## config.mk

```make
export PLATFORM = sky130hd
export DESIGN_NAME = bitmap_next_fit_allocator
export DESIGN_NICKNAME = d
export VERILOG_FILES = /design/src/rtl/bnfa_pkg.sv /design/src/rtl/bnfa_map.sv /design/src/rtl/bnfa_scan.sv /design/src/rtl/bitmap_next_fit_allocator.sv
export SDC_FILE = /design/constraint.sdc
export NUM_CORES = 1
export LEC_CHECK = 0
export ABC_AREA = 1
export BUFFER_PORTS_ARGS = -buffer_cell sky130_fd_sc_hd__buf_2
export CORE_MARGIN = 2
export CORE_UTILIZATION = 55
export CTS_CLUSTER_DIAMETER = 50
export DETAILED_ROUTE_END_ITERATION = 12
export PLACE_DENSITY = 0.73
export REMOVE_ABC_BUFFERS = 1
export SYNTH_ARGS = -nofsm -noshare
export SYNTH_HDL_FRONTEND = slang
export SYNTH_SLANG_ARGS = --single-unit
```

## constraint.sdc

```tcl
create_clock -name clk -period 8.15 [get_ports clk]
set_clock_uncertainty 0.2 [all_clocks]
set_input_delay 0.815 -clock clk [delete_from_list [all_inputs] [get_ports clk]]
set_output_delay 0.815 -clock clk [all_outputs]
set_load 0.02 [all_outputs]
```

## src/rtl/bnfa_pkg.sv

```systemverilog
// ----------------------------------------------------------------------------
// Bitmap next-fit allocator package
// Shared widths, request and result types, status codes and map commands.
// ----------------------------------------------------------------------------
package bnfa_pkg;

  // Pool geometry. Slot indexes are 6 bits wide, so the map holds 64 slots.
  localparam int SLOTS       = 64;
  localparam int IDX_W       = 6;
  localparam int CNT_W       = 7;
  localparam int CHUNK_W     = 8;
  localparam int CHUNK_SEL_W = 3;
  localparam int OFF_W       = 3;

  // Request kinds.
  localparam logic REQ_ALLOC = 1'b0;
  localparam logic REQ_FREE  = 1'b1;

  // Result status codes.
  typedef enum logic [1:0] {
    ST_OK       = 2'd0,
    ST_FULL     = 2'd1,
    ST_BAD_FREE = 2'd2
  } status_t;

  // One request as it enters the block.
  typedef struct packed {
    logic             req_type;
    logic [IDX_W-1:0] slot_index;
  } request_t;

  // One result as it leaves the block.
  typedef struct packed {
    logic [IDX_W-1:0] granted_slot;
    status_t          status;
    logic [CNT_W-1:0] free_slots;
  } result_t;

  // Update command for the used map.
  typedef struct packed {
    logic             init;
    logic             set;
    logic             clr;
    logic [IDX_W-1:0] idx;
  } map_cmd_t;

  // Clamp a written pool size into the range 1 to SLOTS.
  function automatic logic [CNT_W-1:0] eff_size(input logic [CNT_W-1:0] v);
    logic [CNT_W-1:0] s;
    s = v;
    if (v == '0) begin
      s = CNT_W'(1);
    end else if (v > CNT_W'(SLOTS)) begin
      s = CNT_W'(SLOTS);
    end
    return s;
  endfunction

endpackage

```

## src/rtl/bnfa_map.sv

```systemverilog
// ----------------------------------------------------------------------------
// Used-slot map
// One flip-flop per slot with set, clear and clear-all, an aligned 8-slot
// chunk read port for the scan and a single-bit read port for free checks.
// ----------------------------------------------------------------------------
module bnfa_map
  import bnfa_pkg::*;
(
  input  logic                   clk,
  input  logic                   rst,
  input  map_cmd_t               cmd,
  input  logic [CHUNK_SEL_W-1:0] chunk_sel,
  output logic [CHUNK_W-1:0]     chunk_bits,
  input  logic [IDX_W-1:0]       bit_idx,
  output logic                   bit_used
);

  logic [SLOTS-1:0] used;

  // Map update: clear-all wins over single-bit changes.
  always_ff @(posedge clk) begin
    if (rst || cmd.init) begin
      used <= '0;
    end else if (cmd.set) begin
      used[cmd.idx] <= 1'b1;
    end else if (cmd.clr) begin
      used[cmd.idx] <= 1'b0;
    end
  end

  // Read ports.
  assign chunk_bits = used[{chunk_sel, {OFF_W{1'b0}}} +: CHUNK_W];
  assign bit_used   = used[bit_idx];

endmodule

```

## src/rtl/bnfa_scan.sv

```systemverilog
// ----------------------------------------------------------------------------
// Chunk scan unit
// Finds the lowest free slot in one 8-slot chunk, at or above a start offset
// and below the pool size.
// ----------------------------------------------------------------------------
module bnfa_scan
  import bnfa_pkg::*;
(
  input  logic [CHUNK_W-1:0]     chunk_bits,
  input  logic [CHUNK_SEL_W-1:0] chunk_sel,
  input  logic [OFF_W-1:0]       lo,
  input  logic [CNT_W-1:0]       size,
  output logic                   found,
  output logic [OFF_W-1:0]       off
);

  logic [CHUNK_W-1:0] cand;

  // A slot is a candidate when it is free, not below the start and in the pool.
  always_comb begin
    for (int j = 0; j < CHUNK_W; j++) begin
      cand[j] = !chunk_bits[j] && (OFF_W'(j) >= lo) &&
                ({1'b0, chunk_sel, OFF_W'(j)} < size);
    end
  end

  // Priority encode toward the lowest index.
  always_comb begin
    found = 1'b0;
    off   = '0;
    for (int j = CHUNK_W - 1; j >= 0; j--) begin
      if (cand[j]) begin
        found = 1'b1;
        off   = OFF_W'(j);
      end
    end
  end

endmodule

```

## src/rtl/bitmap_next_fit_allocator.sv

```systemverilog
// ----------------------------------------------------------------------------
// Bitmap next-fit slot allocator
// Allocates and frees slots of a fixed pool tracked by a used-bit map, a
// next-fit hint and a free count, one request at a time.
// ----------------------------------------------------------------------------
// A request is taken when start is high and busy is low; its one result shows
// on result for exactly one cycle, marked by done, and must be taken then.
// A free request gives its result in the cycle after it is taken and leaves
// busy low, so requests may follow each other every cycle. An allocate
// request raises busy while one shared chunk scanner walks the used map eight
// slots per cycle from the hint, wrapping at the pool size, with done in the
// cycle after the free slot is found. A full pool answers in the next cycle.
// Writing pool_size (0 acts as 1, above 64 acts as 64) frees every slot and
// must happen only while no request is outstanding.
module bitmap_next_fit_allocator
  import bnfa_pkg::*;
(
  input  logic             clk,
  input  logic             rst,
  input  logic             pool_size_we,
  input  logic [CNT_W-1:0] pool_size_data,
  input  logic             start,
  input  request_t         request,
  output logic             busy,
  output logic             done,
  output result_t          result
);

  typedef enum logic {
    IDLE,
    SCAN
  } state_t;

  state_t           state;
  logic [CNT_W-1:0] pool_size;
  logic [CNT_W-1:0] free_count;
  logic [IDX_W-1:0] next_hint;
  logic [IDX_W-1:0] pos;

  map_cmd_t               map_cmd;
  logic [CHUNK_W-1:0]     chunk_bits;
  logic                   bit_used;
  logic                   found;
  logic [OFF_W-1:0]       off;
  logic                   accept;
  logic                   free_ok;
  logic [IDX_W-1:0]       found_slot;
  logic [CNT_W-1:0]       slot_plus;
  logic [CNT_W-1:0]       chunk_end;

  assign busy   = (state == SCAN);
  assign accept = start && !busy;

  // Used map and the shared chunk scanner.
  bnfa_map u_map (
    .clk       (clk),
    .rst       (rst),
    .cmd       (map_cmd),
    .chunk_sel (pos[IDX_W-1:OFF_W]),
    .chunk_bits(chunk_bits),
    .bit_idx   (request.slot_index),
    .bit_used  (bit_used)
  );

  bnfa_scan u_scan (
    .chunk_bits(chunk_bits),
    .chunk_sel (pos[IDX_W-1:OFF_W]),
    .lo        (pos[OFF_W-1:0]),
    .size      (pool_size),
    .found     (found),
    .off       (off)
  );

  // Scan arithmetic: slot found, hint after it, and start of the next chunk.
  assign found_slot = {pos[IDX_W-1:OFF_W], off};
  assign slot_plus  = {1'b0, found_slot} + CNT_W'(1);
  assign chunk_end  = {1'b0, pos[IDX_W-1:OFF_W], {OFF_W{1'b0}}} + CNT_W'(CHUNK_W);

  // A free is valid when the slot is inside the pool and currently used.
  assign free_ok = ({1'b0, request.slot_index} < pool_size) && bit_used;

  // Map updates from the sequencer and from configuration writes.
  always_comb begin
    map_cmd.init = pool_size_we;
    map_cmd.set  = (state == SCAN) && found;
    map_cmd.clr  = (state == IDLE) && accept && (request.req_type == REQ_FREE) && free_ok;
    map_cmd.idx  = (state == SCAN) ? found_slot : request.slot_index;
  end

  // Sequencer, pool state and registered result.
  always_ff @(posedge clk) begin
    if (rst) begin
      state      <= IDLE;
      pool_size  <= CNT_W'(SLOTS);
      free_count <= CNT_W'(SLOTS);
      next_hint  <= '0;
      done       <= 1'b0;
    end else begin
      done <= 1'b0;
      unique case (state)
        IDLE: begin
          if (accept) begin
            if (request.req_type == REQ_FREE) begin
              result.granted_slot <= '0;
              done                <= 1'b1;
              if (free_ok) begin
                result.status     <= ST_OK;
                result.free_slots <= free_count + CNT_W'(1);
                free_count        <= free_count + CNT_W'(1);
                next_hint         <= request.slot_index;
              end else begin
                result.status     <= ST_BAD_FREE;
                result.free_slots <= free_count;
              end
            end else if (free_count == '0) begin
              result.granted_slot <= '0;
              result.status       <= ST_FULL;
              result.free_slots   <= free_count;
              done                <= 1'b1;
            end else begin
              pos   <= ({1'b0, next_hint} < pool_size) ? next_hint : '0;
              state <= SCAN;
            end
          end
        end
        SCAN: begin
          if (found) begin
            result.granted_slot <= found_slot;
            result.status       <= ST_OK;
            result.free_slots   <= free_count - CNT_W'(1);
            free_count          <= free_count - CNT_W'(1);
            next_hint           <= (slot_plus >= pool_size) ? '0 : slot_plus[IDX_W-1:0];
            done                <= 1'b1;
            state               <= IDLE;
          end else begin
            pos <= (chunk_end >= pool_size) ? '0 : chunk_end[IDX_W-1:0];
          end
        end
        default: begin
          state <= IDLE;
        end
      endcase

      // A pool size write reinitializes the pool.
      if (pool_size_we) begin
        pool_size  <= eff_size(pool_size_data);
        free_count <= eff_size(pool_size_data);
        next_hint  <= '0;
      end
    end
  end

`ifndef ASSERT_OFF
  // A result is never presented while an allocation scan is still running.
  a_done_not_busy: assert property (@(posedge clk) disable iff (rst)
    done |-> !busy)
    else $error("result strobe while scan busy");

  // A free request always answers in the next cycle.
  a_free_latency: assert property (@(posedge clk) disable iff (rst)
    (accept && request.req_type == REQ_FREE) |=> done)
    else $error("free request gave no result in the next cycle");

  // The free count never exceeds the pool size.
  a_count_bound: assert property (@(posedge clk) disable iff (rst)
    free_count <= pool_size)
    else $error("free count above pool size");
`endif

endmodule
```

==> impl_metrics.py <==
metrics = {
    "run_status": {
        "status": "finished, final reports clean",
    },
    "cells_and_area": {
        "fillers": 1325,
        "fin_nets": 1180,
        "drive_gt1_frac": 0.0818,
        "stdcell_area_um2": 7720,
        "insertedDiodeCount": 0,
        "syn_to_final_growth_pct": 5.15,
        "multi_input_comb_area_um2": 4270,
        "final_util": 0.587,
        "regArea_um2": 2350,
        "stdcell_count": 1313,
    },
    "floorplanning": {
        "die_w_um": 120,
        "start_util": 0.559,
        "dieArea_um2": 14300,
        "die_y_um": 120,
        "ios": 35,
        "core_area_um2": 13100,
        "fp-row-count": 42,
    },
    "synthesis": {
        "ys_types": 45,
        "synthArstFlopShare": 0,
        "synth_ff_type": "dfxtp_1",
        "synth_top_family_by_area": "simple AND/OR/NAND/NOR gates",
        "seq_area_frac_synth": 0.320,
        "ys.warnings.count": 0,
        "syn_area_um2": 7340,
        "synth_area_per_cell_um2": 6.42,
        "synth-xor-area-share": 0.0107,
        "syn_inst": 1143,
        "synthAdderAreaFrac": 0.0511,
        "synth_compound_area_frac": 0.131,
        "yosysTopAreaCell": "dfxtp_1",
        "yosysMostFrequentCell": "nand2_1",
        "synth_top_area_frac": 0.235,
        "synth-simple-area-share": 0.388,
        "muxShareOfSynthArea": 0,
        "ys_ff_latch": 107,
        "netlist_top_cells_area": "dfxtp_1 23%, nand2_1 16%, nand3_1 11%",
        "synth.top_cells.by_count": "304 x nand2_1, 163 x nand3_1, 157 x nor2_1, 90 x inv_1, 86 x dfxtp_1",
        "synth_edf_count": 21,
    },
    "routing": {
        "drt-initial-drc-count": 925,
        "viasPerCell": 5.58,
        "routed_wirelength_mm": 20.4,
        "remaining_drc_errors": 0,
        "routedWlPerCell_um": 15.5,
        "dr.pass1.iters": 5,
        "num_vias": 7326,
        "drtAntennaViolNets": 0,
    },
    "sta": {
        "max-slew-margin-rel": 0.248,
        "layout_setup_ws_ns": 3.38,
        "finalMaxSlewViolations": 0,
        "worst_pin_slew_ns": 1.12,
        "period_minus_slack_ns": 4.77,
        "fin_crit_sh": 0.585,
        "fmax_ghz": 0.210,
        "hold_viol_final": 0,
        "tns_ns": 0,
        "hold_ws_ns": 0.316,
        "setup_violations": 0,
        "rsz0062_at_grt": "no",
    },
    "cts": {
        "clk_pin_slew_ns": 0.07,
        "cts_root_buffer": "clkbuf_16",
        "postCtsSetupBuffers": 0,
        "postCtsHoldBufs": 0,
        "cts.sinks": 107,
        "htree_levels": 3,
        "cts_resized": 0,
        "cts_tree": "built",
        "clockBufferDepth": 2,
        "clk_latency_ns": 0.35,
        "numCtsBuffers": 9,
    },
    "place": {
        "portBuffers": 34,
        "dp.cells": 1297,
        "placed_area_um2": 7430,
        "gp_congestion": 0.884,
        "hpwl_mm": 14.1,
        "place_ws_ns": 3.54,
    },
    "critical_path": {
        "cp_max_fo": 20,
        "setup.worst_path.end_class": "register",
        "crit_arrival_ns": 4.85,
        "critical_path.most_common_cell": "nand2_1",
        "path_buf_inv": 4,
        "crit_type": "register to register",
        "required_ns": 8.23,
        "cpLargestDelayFamily": "simple AND/OR/NAND/NOR gates",
        "slowest_delay_ns": 0.94,
        "slowest_stage": "edfxtp_1",
        "crit_path_start_kind": "register",
    },
    "global_route": {
        "grt-ovfl-total": 0,
        "globalRouteTotalUtil": 0.290,
        "grt_max_degree": 69,
        "grt_pass1_vias": 6529,
        "grt_pass1_wl_mm": 33.2,
        "antenna_found_initial": 0,
    },
    "pwr": {
        "power-per-cell-area_nw_per_um2": 168,
        "power.total_mw": 1.29,
        "p_leak_nw": 3.29,
        "ir_drop_mv": 0.0971,
    },
    "job": {
        "maxCapViolCount": 0,
    },
    "hold_path": {
        "hp-class": "register to register",
    },
}
==> layout make-up <==
class	count	area share
repair buffers	39	0.0269
clock buffers	13	0.0337
inverters	101	0.0494
multi-input cells	874	0.554
flip-flops and latches	107	0.305
clock inverters	3	0.00308
well taps	176	0.0285
==> placed cells by master, fill, tap and decap left out, types with 2 or more instances in the layout <==
cell	synthesis	routed
a21boi_1	2	2
a21oi_1	85	85
a21oi_2	4	4
a31oi_1	4	4
and2_1	2	2
buf_2	27	34
buf_4	11	5
clkbuf_1	17	2
clkbuf_16	0	9
clkbuf_8	0	2
clkinv_1	3	3
clkinvlp_4	0	2
dfxtp_1	86	86
edfxtp_1	21	21
ha_1	30	30
inv_1	90	90
inv_2	7	7
nand2_1	304	304
nand2_2	8	8
nand3_1	163	163
nand3_2	4	4
nand4_1	2	2
nor2_1	157	156
nor2_4	11	12
nor3_1	6	6
o211ai_1	6	6
o21ai_0	36	36
o21ai_1	17	17
o22ai_1	9	9
o32ai_1	2	2
xnor2_1	2	2
xor2_1	7	7
==> metal layers <==
layer	GRT usage	part of all wire	vias up
li1	-	-	3702
met1	0.421	0.46	3276
met2	0.456	0.44	325
met3	0.0433	0.081	23
met4	0.0647	0.013	0
met5	0	0	-
==> final timing paths <==
check | end | depth (start not counted) | startpoint | slack (ns)
min reg2reg | register | 2 | register | 0.32
max reg2reg | next_hint[2] | 29 | pos[4] | 3.38
max | next_hint[2] | 29 | pos[4] | 3.38
min | register | 2 | register | 0.32
==> worst min-delay path: stages (launching register included) <==
cell and delay (ns):
dfxtp_1 0.35, a21oi_1 0.05, nor2_1 0.08
==> report_power, final <==
group	internal [mW]	switching, mW	total [mW]
sequential	0.557	0.0150	0.572
clock	0.225	0.201	0.426
combinational	0.0887	0.207	0.296
total	0.871	0.423	1.29
==> logic make-up after synthesis <==
| group | Yosys count |
|---|---|
| AO/OA/AOI/OAI | 173 |
| XOR/XNOR | 9 |
| adder cells (fa/ha/maj) | 30 |
| buffers and inverters | 162 |
| flip-flops | 107 |
| AND/OR/NAND/NOR | 662 |
Note: power is estimated with default switching activity, not from simulation.
